## config.mk

```make
export PLATFORM = sky130hd
export DESIGN_NAME = threshold_extent_distance_core
export DESIGN_NICKNAME = d
export VERILOG_FILES = /design/src/rtl/ted_pkg.sv /design/src/rtl/threshold_extent_distance_core.sv /design/src/rtl/ted_front.sv /design/src/rtl/ted_queue.sv /design/src/rtl/ted_back.sv
export VERILOG_INCLUDE_DIRS = /design/src /design/src/rtl
export SDC_FILE = /design/constraint.sdc
export NUM_CORES = 1
export LEC_CHECK = 0
export BUFFER_PORTS_ARGS = -buffer_cell sky130_fd_sc_hd__buf_4
export CAP_MARGIN = 20
export CELL_PAD_IN_SITES_DETAIL_PLACEMENT = 0
export CELL_PAD_IN_SITES_GLOBAL_PLACEMENT = 1
export CORE_AREA = 2 2 172 174
export CTS_CLUSTER_DIAMETER = 40
export DETAILED_ROUTE_END_ITERATION = 8
export DIE_AREA = 0 0 174 176
export PLACE_DENSITY = 0.91
export SLEW_MARGIN = 15
export SYNTH_ARGS = -nofsm -noshare
export SYNTH_HDL_FRONTEND = slang
export SYNTH_SLANG_ARGS = --single-unit
```

## constraint.sdc

```tcl
create_clock -name clk -period 10.9 [get_ports clk]
set_clock_uncertainty 0.15 [all_clocks]
set_input_delay 0.545 -clock clk [delete_from_list [all_inputs] [get_ports clk]]
set_output_delay 0.545 -clock clk [all_outputs]
set_load 0.01 [all_outputs]
```

## src/rtl/assert_macros.svh

```systemverilog
// assertion helpers for the threshold extent distance block
`ifndef ASSERT_MACROS_SVH
`define ASSERT_MACROS_SVH

`ifndef ASSERT_OFF

// property must hold at every clock edge out of reset
`define ASSERT_ALWAYS(lbl, clk, rstn, prop, msg) \
	lbl: assert property (@(posedge clk) disable iff (!(rstn)) (prop)) else $error(msg);

// condition must never be seen out of reset
`define ASSERT_NEVER(lbl, clk, rstn, cond, msg) \
	`ASSERT_ALWAYS(lbl, clk, rstn, !(cond), msg)

`else

`define ASSERT_ALWAYS(lbl, clk, rstn, prop, msg)
`define ASSERT_NEVER(lbl, clk, rstn, cond, msg)

`endif

`endif

```

## src/rtl/ted_pkg.sv

```systemverilog
package ted_pkg;

	// fixed field widths
	localparam int PIX_W   = 8;
	localparam int PWID_W  = 12;
	localparam int OBJ_W   = 16;
	localparam int FOCAL_W = 12;
	localparam int DIST_W  = OBJ_W + FOCAL_W;
	localparam int OUT_W   = PWID_W + DIST_W;
	localparam int CFG_W   = 16;
	localparam int CIDX_W  = 2;

	// one quotient bit per divide step
	localparam int DIV_STEPS = DIST_W;
	localparam int CNT_W     = $clog2(DIV_STEPS);

	// job queue between front and back
	localparam int QDEPTH = 2;
	localparam int QPTR_W = $clog2(QDEPTH);
	localparam int QCNT_W = $clog2(QDEPTH + 1);

	// register indexes
	localparam logic [CIDX_W-1:0] REG_THRESHOLD = 2'd0;
	localparam logic [CIDX_W-1:0] REG_OBJ_WIDTH = 2'd1;
	localparam logic [CIDX_W-1:0] REG_FOCAL     = 2'd2;

	// register reset values
	localparam logic [PIX_W-1:0]   THRESHOLD_RST = 8'd30;
	localparam logic [OBJ_W-1:0]   OBJ_WIDTH_RST = 16'd1280;
	localparam logic [FOCAL_W-1:0] FOCAL_RST     = 12'd400;

	typedef struct packed {
		logic [PIX_W-1:0]   threshold;
		logic [OBJ_W-1:0]   obj_width;
		logic [FOCAL_W-1:0] focal;
	} cfg_t;

	typedef struct packed {
		logic              found;
		logic [PWID_W-1:0] width;
	} job_t;

	typedef struct packed {
		logic empty;
		logic full;
	} q_status_t;

	typedef enum logic [1:0] {
		BK_IDLE,
		BK_MUL,
		BK_DIV,
		BK_OUT
	} back_state_t;

endpackage

```

## src/rtl/threshold_extent_distance_core.sv

```systemverilog
// a frame end transaction passes through the back end states in order
// (pop, multiply, 28 divide steps, output); a frame with no object skips multiply and divide
// throughput: one pixel per cycle while s_tready is high; a found object holds the back end through multiply and divide
// input stalls only when two frame results are already queued behind the divider
// reset: arst_n asynchronous active low; registers go to 30, 1280, 400, extent and queue clear
module threshold_extent_distance_core #(
	parameter int LINE_WIDTH = 640
) (
	input  logic                        clk,
	input  logic                        arst_n,
	// pixel stream
	input  logic                        s_tvalid,
	output logic                        s_tready,
	input  logic [7:0]                  s_tdata,  // [7:0] pixel
	input  logic                        s_tuser,  // [0] line_end
	input  logic                        s_tlast,  // frame_end
	// frame result stream
	output logic                        m_tvalid,
	input  logic                        m_tready,
	output logic [39:0]                 m_tdata,  // [11:0] pixel_width, [39:12] distance_q8
	output logic                        m_tuser,  // [0] object_found
	// configuration writes
	input  logic                        cfg_we,
	input  logic [ted_pkg::CIDX_W-1:0]  cfg_index,
	input  logic [ted_pkg::CFG_W-1:0]   cfg_wdata
);
	import ted_pkg::*;

	cfg_t      cfg_q;
	logic      s_accept;
	logic      push;
	logic      pop;
	job_t      push_job;
	job_t      head_job;
	q_status_t q_status;

	// configuration registers, unknown indexes fall through
	always_ff @(posedge clk or negedge arst_n) begin
		if (!arst_n) begin
			cfg_q.threshold <= THRESHOLD_RST;
			cfg_q.obj_width <= OBJ_WIDTH_RST;
			cfg_q.focal     <= FOCAL_RST;
		end else if (cfg_we) begin
			unique case (cfg_index)
				REG_THRESHOLD: cfg_q.threshold <= cfg_wdata[PIX_W-1:0];
				REG_OBJ_WIDTH: cfg_q.obj_width <= cfg_wdata[OBJ_W-1:0];
				REG_FOCAL:     cfg_q.focal     <= cfg_wdata[FOCAL_W-1:0];
				default: ;
			endcase
		end
	end

	// hold pixels back while no queue slot is free for a frame result
	assign s_tready = !q_status.full;
	assign s_accept = s_tvalid && s_tready;

	// front end: column count and bright extent per frame
	ted_front #(
		.LINE_WIDTH(LINE_WIDTH)
	) u_front (
		.clk       (clk),
		.arst_n    (arst_n),
		.accept    (s_accept),
		.pixel     (s_tdata),
		.line_end  (s_tuser),
		.frame_end (s_tlast),
		.threshold (cfg_q.threshold),
		.push      (push),
		.job       (push_job)
	);

	// short queue of frame jobs
	ted_queue u_queue (
		.clk    (clk),
		.arst_n (arst_n),
		.push   (push),
		.wr_job (push_job),
		.pop    (pop),
		.rd_job (head_job),
		.status (q_status)
	);

	// back end: multiply, serial divide, output register
	ted_back u_back (
		.clk      (clk),
		.arst_n   (arst_n),
		.cfg      (cfg_q),
		.job      (head_job),
		.q_status (q_status),
		.pop      (pop),
		.m_tvalid (m_tvalid),
		.m_tready (m_tready),
		.m_tdata  (m_tdata),
		.m_tuser  (m_tuser)
	);

`include "assert_macros.svh"

	// a frame result never arrives at a full queue
	`ASSERT_NEVER(a_push_full, clk, arst_n, push && q_status.full, "frame job pushed into full queue")
	// the back end never pops an empty queue
	`ASSERT_NEVER(a_pop_empty, clk, arst_n, pop && q_status.empty, "job popped from empty queue")
	// a missing object reports zero width and distance
	`ASSERT_NEVER(a_none_zero, clk, arst_n, m_tvalid && !m_tuser && (m_tdata != '0), "empty result nonzero")
	// a found object has a nonzero width
	`ASSERT_NEVER(a_found_width, clk, arst_n, m_tvalid && m_tuser && (m_tdata[11:0] == '0), "zero width found")

endmodule

```

## src/rtl/ted_front.sv

```systemverilog
module ted_front #(
	parameter int LINE_WIDTH = 640
) (
	input  logic                         clk,
	input  logic                         arst_n,
	input  logic                         accept,
	input  logic [ted_pkg::PIX_W-1:0]    pixel,
	input  logic                         line_end,
	input  logic                         frame_end,
	input  logic [ted_pkg::PIX_W-1:0]    threshold,
	output logic                         push,
	output ted_pkg::job_t                job
);
	import ted_pkg::*;

	localparam int CW = $clog2(LINE_WIDTH);
	localparam int LW = $clog2(LINE_WIDTH + 1);

	logic [CW-1:0] column_q;
	logic [LW-1:0] least_q;
	logic [CW-1:0] greatest_q;
	logic          bright;
	logic [LW-1:0] least_nx;
	logic [CW-1:0] greatest_nx;
	logic          found;
	logic [CW-1:0] wdiff;

	always_comb begin
		bright      = pixel > threshold;
		least_nx    = least_q;
		greatest_nx = greatest_q;
		if (bright && (LW'(column_q) < least_q)) begin
			least_nx = LW'(column_q);
		end
		if (bright && (column_q > greatest_q)) begin
			greatest_nx = column_q;
		end
		found = least_nx < LW'(greatest_nx);
		wdiff = greatest_nx - least_nx[CW-1:0];
	end

	assign push      = accept && frame_end;
	assign job.found = found;
	assign job.width = found ? PWID_W'(wdiff) : '0;

	always_ff @(posedge clk or negedge arst_n) begin
		if (!arst_n) begin
			column_q   <= '0;
			least_q    <= LW'(LINE_WIDTH);
			greatest_q <= '0;
		end else if (accept) begin
			if (line_end || frame_end) begin
				column_q <= '0;
			end else if (column_q < CW'(LINE_WIDTH - 1)) begin
				column_q <= column_q + 1'b1;
			end
			if (frame_end) begin
				least_q    <= LW'(LINE_WIDTH);
				greatest_q <= '0;
			end else begin
				least_q    <= least_nx;
				greatest_q <= greatest_nx;
			end
		end
	end

endmodule

```

## src/rtl/ted_queue.sv

```systemverilog
module ted_queue (
	input  logic                clk,
	input  logic                arst_n,
	input  logic                push,
	input  ted_pkg::job_t       wr_job,
	input  logic                pop,
	output ted_pkg::job_t       rd_job,
	output ted_pkg::q_status_t  status
);
	import ted_pkg::*;

	job_t              entry_q [QDEPTH];
	logic [QPTR_W-1:0] wr_ptr_q;
	logic [QPTR_W-1:0] rd_ptr_q;
	logic [QCNT_W-1:0] count_q;
	logic              do_push;
	logic              do_pop;

	assign status.empty = count_q == '0;
	assign status.full  = count_q == QCNT_W'(QDEPTH);
	assign do_push      = push && !status.full;
	assign do_pop       = pop && !status.empty;
	assign rd_job       = entry_q[rd_ptr_q];

	always_ff @(posedge clk) begin
		if (do_push) begin
			entry_q[wr_ptr_q] <= wr_job;
		end
	end

	always_ff @(posedge clk or negedge arst_n) begin
		if (!arst_n) begin
			wr_ptr_q <= '0;
			rd_ptr_q <= '0;
			count_q  <= '0;
		end else begin
			if (do_push) begin
				wr_ptr_q <= (wr_ptr_q == QPTR_W'(QDEPTH - 1)) ? '0 : wr_ptr_q + 1'b1;
			end
			if (do_pop) begin
				rd_ptr_q <= (rd_ptr_q == QPTR_W'(QDEPTH - 1)) ? '0 : rd_ptr_q + 1'b1;
			end
			if (do_push && !do_pop) begin
				count_q <= count_q + 1'b1;
			end else if (do_pop && !do_push) begin
				count_q <= count_q - 1'b1;
			end
		end
	end

endmodule

```

## src/rtl/ted_back.sv

```systemverilog
module ted_back (
	input  logic                        clk,
	input  logic                        arst_n,
	input  ted_pkg::cfg_t               cfg,
	input  ted_pkg::job_t               job,
	input  ted_pkg::q_status_t          q_status,
	output logic                        pop,
	output logic                        m_tvalid,
	input  logic                        m_tready,
	output logic [ted_pkg::OUT_W-1:0]   m_tdata,
	output logic                        m_tuser
);
	import ted_pkg::*;

	back_state_t        state_q;
	back_state_t        state_nx;
	logic [DIST_W-1:0]  quo_q;
	logic [PWID_W-1:0]  rem_q;
	logic [PWID_W-1:0]  div_q;
	logic [CNT_W-1:0]   cnt_q;
	logic               found_q;
	logic [PWID_W:0]    trial;
	logic               ge;

	// restoring divide step, quotient shifts into the dividend register
	assign trial = {rem_q, quo_q[DIST_W-1]};
	assign ge    = trial >= {1'b0, div_q};

	always_comb begin
		state_nx = state_q;
		pop      = 1'b0;
		unique case (state_q)
			BK_IDLE: begin
				if (!q_status.empty) begin
					pop      = 1'b1;
					state_nx = job.found ? BK_MUL : BK_OUT;
				end
			end
			BK_MUL: state_nx = BK_DIV;
			BK_DIV: begin
				if (cnt_q == '0) begin
					state_nx = BK_OUT;
				end
			end
			BK_OUT: begin
				if (m_tready) begin
					state_nx = BK_IDLE;
				end
			end
			default: state_nx = BK_IDLE;
		endcase
	end

	always_ff @(posedge clk or negedge arst_n) begin
		if (!arst_n) begin
			state_q <= BK_IDLE;
		end else begin
			state_q <= state_nx;
		end
	end

	always_ff @(posedge clk) begin
		unique case (state_q)
			BK_IDLE: begin
				found_q <= job.found;
				div_q   <= job.width;
				quo_q   <= '0;
				rem_q   <= '0;
				cnt_q   <= CNT_W'(DIV_STEPS - 1);
			end
			BK_MUL: quo_q <= DIST_W'(cfg.obj_width) * DIST_W'(cfg.focal);
			BK_DIV: begin
				quo_q <= {quo_q[DIST_W-2:0], ge};
				rem_q <= ge ? PWID_W'(trial - {1'b0, div_q}) : trial[PWID_W-1:0];
				cnt_q <= cnt_q - 1'b1;
			end
			BK_OUT: ;
			default: ;
		endcase
	end

	assign m_tvalid = state_q == BK_OUT;
	assign m_tuser  = found_q;
	assign m_tdata  = {quo_q, div_q};

endmodule

```

==> summary.txt, run 1 <==
Outcome
  – Status: complete, no violations

Yosys
  – Post-synth EDFFs: 78
  – Yosys cell types: 76
  – Top_reg_cell synth: edfxtp_1
  – Top cell type's share of synthesized area: between 15 and 20%
  – Post-synthesis cell area: ~14000 um2
  – Synth async-reset ratio: 48.00%
  – Leading area contributor after synthesis: fa_1
  – Synthesized instance count: 1474
  – Top cells by area, synth: fa_1 20%, edfxtp_1 16%, dfrtp_1 11%, ha_1 11%, inv_1 6.4%
  – Post-synthesis sequential element count: 150
  – YS warnings: 0
  – Post-synthesis sequential area ratio: 29.18%
  – Syn Area/Cell: 9.667 um2

Worst setup path
  – Crit Path Max Fanout: 17
  – Crit path cell chain: nand2_1, fa_1, fa_1, fa_1, inv_1, fa_1, inv_1, fa_1, inv_1, ha_1, a2111o_1, o21ai_0, o221ai_1, a21oi_1, xor2_1, o21ai_0
  – Slowest stage delay, CP: approximately 0.65 ns
  – CP Data Arrival Time: 6.00 ns
  – CP Buf/Inv Count: 3
  – CP max-delay cell: dfrtp_1
  – Req. time, crit path: between 10 and 15 ns
  – Kind of start point of the critical path: register
  – Critical Path Sink Type: register
  – Crit Path Class: register to register
  – Most used cell, CP: fa_1
  – Delay-heaviest family, CP: adder cells

Finish
  – Commonest non-fill, non-tap cell in the layout: inv_1
  – NumNets Final: 1804
  – Layout cell share with drive strength beyond 1: 11.70%
  – Layout fillers: 2551
  – Ant. Diodes: 0
  – Highest-count cells in the layout ignoring fill and taps: 243 x inv_1, 203 x nand2_1, 142 x fa_1
  – Layout area overhead: 10.09%

Timing
  – Setup tns final: 0 ns
  – Slew Limit Fails: 0
  – Final worst path period share: 54.76%
  – Hold Violations, Final: 0
  – Fin crit period: a little under 6 ns
  – RSZ-0062 raised after global routing: false
  – Fmax: about 170 MHz
  – Slew of the pin with the lowest slew margin: 0.9416 ns
  – Rel. slew slack: between 30% and 40%
  – Setup-failing EPs final: 0

Die
  – Initial core utilization: 49.91%
  – I/O Pins: 76
  – Site row count: 62
  – Die ar.: 30620 um2
  – Die Y: 176 um
  – Core Area: 28550 um2
  – Die width: 174 um

CTS
  – CTS H-tree lvls: 4
  – Post-CTS Resized: 0
  – Sink Count: 150
  – # hold bufs at CTS: 0
  – TritonCTS Buffers: 17
  – CTS Root Buffer Type: clkbuf_16
  – Clk buf depth: 2
  – Register clock-pin slew on the reported worst setup and hold paths: 0.08 ns
  – Clk_lat worst skew: 0.44 ns
  – Post-CTS Setup Inserts: 0
  – CTS tree: built

Routing
  – DRT Wirelength: 31.13 mm
  – Wirelength per Cell: 16.34 um
  – DRC Markers: 0
  – Iter 0 DRT Violations: 796
  – Routed vias: 10118
  – Post-route ant nets: 0
  – Router iterations before antenna repair: 5
  – Drt via density: ~5.3

Global route
  – Initial antenna violation count: 0
  – Vias in the first global route: 10498
  – GRT Util Overall: a little over a fifth
  – GRT overflow: 0
  – First-pass GRT wire length: 53.51 mm
  – Largest net degree at the start of global routing: between 70 and 80

Placed design
  – IO Port Bufs: 73
  – Final GP Congestion: a little under 0.9
  – DP HPWL: 23.34 mm

Run
  – Max Cap Viol: 0

Min path
  – Min-Delay Path Class: input port to async pin
==> cell type report <==
cell class | instances | area, um2 | share of cell area (%)
well taps | 384 | 480.5 | 3.063
inverters | 243 | 912.1 | 5.815
multi-input cells | 1018 | 8899 | 56.73
clock inverters | 15 | 206.4 | 1.316
clock buffers | 17 | 425.4 | 2.712
flip-flops and latches | 150 | 4158 | 26.51
repair buffers | 78 | 605.6 | 3.861
==> Yosys cell counts (5+ instances only) <==
| cell type | count |
|---|---|
| nor2_1 | 55 |
| a21boi_0 | 5 |
| nand4_1 | 8 |
| o21ai_0 | 60 |
| and3_1 | 7 |
| clkbuf_1 | 50 |
| xnor2_1 | 28 |
| nor3_1 | 13 |
| nand2_1 | 203 |
| a21oi_1 | 44 |
| mux2i_1 | 14 |
| nor4_1 | 8 |
| edfxtp_1 | 78 |
| a311o_1 | 6 |
| inv_1 | 243 |
| buf_4 | 5 |
| nand2b_1 | 9 |
| dfrtp_1 | 61 |
| ha_1 | 121 |
| nand3_1 | 23 |
| fa_1 | 142 |
| a21o_1 | 15 |
| a22o_1 | 9 |
| nor2b_1 | 28 |
| xor2_1 | 18 |
| a22oi_1 | 10 |
| and2_1 | 68 |
| o21a_1 | 7 |
| mux2_2 | 42 |
| dfstp_2 | 11 |
==> cell families (layout without fill, tap and decap cells) <==
logic type      Yosys count  after routing  share of synthesized area, %
fa+ha+maj               263            263                         30.58
xor+xnor                 46             46                         2.828
compound gates          210            210                         9.932
simple gates            441            441                         14.76
flops                   150            150                         29.18
buf+inv                 307            353                         8.395
mux                      56             56                         4.303
other cells               1              2                       0.02632
==> registers in the layout, indices dropped and copies added, names as in the netlist <==
name / count
u_queue.count_q: 2
u_back.quo_q: 28
u_back.rem_q: 12
u_front.greatest_q: 10
cfg_q: 36
u_front.column_q: 10
u_back.state_q: 2
u_back.m_tuser: 1
u_back.cnt_q: 5
u_queue.entry_q: 22
u_queue.wr_ptr_q: 1
u_front.least_q: 10
u_back.div_q: 10
u_queue.rd_ptr_q: 1
==> path summary, 6_finish.rpt <==
kind	startpoint	to	slack, ns	cells after the start
max	cfg_q[5]$_DFFE_PN0P_	u_back.quo_q[21]$_DFFE_PP_	4.93	16
min	arst_n	u_front.column_q[1]$_DFFE_PN0P_	0.09	1
max reg2reg	cfg_q[5]$_DFFE_PN0P_	u_back.quo_q[21]$_DFFE_PP_	4.93	16
min reg2reg	u_queue.wr_ptr_q$_DFFE_PN0P_	u_queue.wr_ptr_q$_DFFE_PN0P_	0.34	1
max in group asynchronous	arst_n	cfg_q[19]$_DFFE_PN0P_	9.89	1
min in group clk	cfg_wdata[14]	cfg_q[26]$_DFFE_PN0P_	0.18	2
==> worst reg2reg max path, cell delays in order (launching register included) <==
cell and delay [ns]:
dfrtp_1 0.65, nand2_1 0.17, fa_1 0.59, fa_1 0.46, fa_1 0.50, inv_1 0.06, fa_1 0.53, inv_1 0.05
fa_1 0.53, inv_1 0.04, ha_1 0.35, a2111o_1 0.45, o21ai_0 0.43, o221ai_1 0.30, a21oi_1 0.22, xor2_1 0.16
o21ai_0 0.08
==> metrics by stage <==
| stage | hold slack [ns] | instances | setup WS [ns] | utilization, % | instance area, um2 |
|---|---|---|---|---|---|
| floorplan | 0.09941 | 1475 | 5.262 | - | 14250 |
| global placement | 0.3289 | 1872 | 5.025 | 52.64 | 15030 |
| detailed placement | 0.3342 | 1872 | 4.933 | 52.64 | 15030 |
| CTS | 0.1163 | 1904 | 4.929 | 54.85 | 15660 |
| global route | 0.1617 | 1905 | 4.559 | 54.95 | 15690 |
| finish | 0.09125 | 1905 | 4.932 | 54.95 | 15690 |
==> per-layer routing <==
metal	wire, um	vias up	GRT usage [%]
met5	0	-	0
met4	350	0	5.182
met3	1752	25	4.414
met2	13830	252	33.57
met1	15190	4945	31.43
li1	-	4896	-
Power of run 1 is left out: the tool's default activity adds up to more than one toggle a clock period on the data nets, which glitch-free logic cannot reach.
==> inputs of run 2 (changes only) <==
CORE_AREA = 2 2 181 183   (was 2 2 172 174)
DIE_AREA = 0 0 183 185   (was 0 0 174 176)
PLACE_DENSITY = 0.87   (was 0.91)
clock period = 5.05 ns   (was 10.9 ns; I/O delays follow)
==> summary.txt, run 2 (same netlist as run 1, synthesis figures left out) <==
Placed design
  – DP HPWL: 26.39 mm
  – Placement Setup Slack: -0.4369 ns
  – Placed Cells: 2009
  – IO Port Bufs: 73
  – Final GP Congestion: 0.8713

Routing
  – Wirelength per Cell: around 17 um
  – Iter 0 DRT Violations: 562
  – Post-route ant nets: 0
  – Drt via density: approximately 5.3
  – DRC Markers: 0
  – Routed vias: about 11000
  – Router iterations before antenna repair: 5
  – DRT Wirelength: around 35 mm

Finish
  – Layout cell share with drive strength beyond 1: approximately 26%
  – Commonest non-fill, non-tap cell in the layout: inv_1
  – Highest-count cells in the layout ignoring fill and taps: 224 x inv_1, 205 x buf_4, 189 x nand2_1
  – Reg with most FFs: cfg_q
  – Ant. Diodes: 0
  – Max reg flops: 36
  – Top Registers: cfg_q: 36 flops, u_back.quo_q: 28 flops, u_queue.entry_q: 22 flops
  – Layout area overhead: 23.82%
  – NumNets Final: 1968
  – Cell Count, Final, Fillers Out: 2092

Worst setup path
  – Kind of start point of the critical path: register
  – Flop-to-flop setup slack: -0.39 ns
  – Crit Path Max Fanout: 7
  – Crit Path Class: register to register
  – CP Data Arrival Time: between 5 and 6 ns
  – Req. time, crit path: approximately 5 ns
  – Critical Path Sink Type: register

Timing
  – WHS: 0.01332 ns
  – Slew of the pin with the lowest slew margin: between 0.9 and 1 ns
  – Fin crit period: approximately 5.4 ns
  – Final setup margin: -0.3891 ns
  – RSZ-0062 raised after global routing: true
  – Setup-failing EPs final: 16
  – Final worst path period share: 107.7%
  – Slew Limit Fails: 0
  – Fmax: 183.9 MHz
  – Hold Violations, Final: 0
  – Setup tns final: -3.198 ns
  – Rel. slew slack: 35.24%

Die
  – Die ar.: 33860 um2
  – Core Area: 32040 um2
  – Initial core utilization: 44.47%
  – Die Y: between 150 and 200 um
  – Site row count: 66
  – I/O Pins: 76
  – Die width: 183 um

CTS
  – Clk_lat worst skew: 0.45 ns
  – CTS tree: built
  – CTS H-tree lvls: 4
  – Register clock-pin slew on the reported worst setup and hold paths: approximately 0.070 ns
  – CTS Root Buffer Type: clkbuf_16
  – Sink Count: 150
  – TritonCTS Buffers: 17
  – Clk buf depth: 2

Run
  – Max Cap Viol: 0

Global route
  – First-pass GRT wire length: approximately 58 mm
  – Vias in the first global route: around 12000
  – GRT overflow: 0
  – GRT Util Overall: 21.45%
  – Largest net degree at the start of global routing: 73
  – Initial antenna violation count: 0

Min path
  – Min-Delay Path Class: input port to register

Outcome
  – Failing checks: setup timing
  – Status: finished, violations left
-- run 2: cell count changes in the layout (fill, tap and decap cells not counted), moves of 14 or more --
cell           change
buf_4            +128
ha_1              -19
inv_1             -19
inv_2             +19
ha_4              +18
dlygate4sd3_1     +17
buf_6             +16
fa_1              -15
fa_2              +15
nand2_1           -14
-- run 2: area by class of cell --
type,instances,area [um2]
fill,2731,14400
tap,408,510.5
timing repair buffer,242,1977
clock buffer,17,425.4
multi-input combinational,1018,9482
inverter,243,912.1
sequential,150,4168
clock inverter,14,168.9
-- run 2: timing repair --
| item | in CTS | in global routing |
|---|---|---|
| hold buffers | 17 | 0 |
| pin swaps | 35 | 56 |
| hold endpoints to repair | 97 | 0 |
| endpoints found under the setup margin | 18 | 39 |
| setup buffers | 21 | 13 |
| resized for setup | 60 | 54 |
-- run 2: final timing paths --
kind                       cells after the start                    startpoint                               to
setup / recovery                              18          cfg_q[8]$_DFFE_PN1P_       u_back.quo_q[24]$_DFFE_PP_
hold / removal                                 4                       s_tuser  u_front.column_q[0]$_DFFE_PN0P_
setup reg to reg                              18          cfg_q[8]$_DFFE_PN1P_       u_back.quo_q[24]$_DFFE_PP_
hold reg to reg                                1  u_queue.wr_ptr_q$_DFFE_PN0P_     u_queue.wr_ptr_q$_DFFE_PN0P_
max in group asynchronous                      2                        arst_n             cfg_q[6]$_DFFE_PN0P_
min in group asynchronous                      2                        arst_n            cfg_q[33]$_DFFE_PN0P_
-- run 2: per-stage QoR --
| step | cell area (um2) | util (%) |
|---|---|---|
| after floorplan | 14560 | - |
| after global routing | 17640 | 55.06 |
| after global placement | 16140 | 50.36 |
| final | 17640 | 55.06 |
| after detailed placement | 16140 | 50.36 |
| after CTS | 17310 | 54.04 |
-- run 2: worst max-delay path: stages, from the launching register on --
cell     delay, ns
dfstp_2       0.56
buf_6         0.11
buf_12        0.11
and2_4        0.15
fa_1          0.41
fa_1          0.52
fa_2          0.45
fa_1          0.54
inv_2         0.05
fa_1          0.51
inv_2         0.05
ha_4          0.23
a21oi_4       0.15
o21ai_1       0.09
a221o_1       0.38
o211a_1       0.25
a211o_1       0.24
xnor2_1       0.15
o21ai_1       0.08
-- run 2: metal layers --
| metal | GRT usage, % | part of all wire (%) | wire (um) |
|---|---|---|---|
| met3 | 3.146 | 3.8 | 1303 |
| met2 | 37.55 | 50 | 17170 |
| met5 | 0 | 0 | 0 |
| met1 | 27.42 | 44 | 15200 |
| met4 | 6.912 | 2.6 | 915 |
Power of run 2 is left out for the same reason.
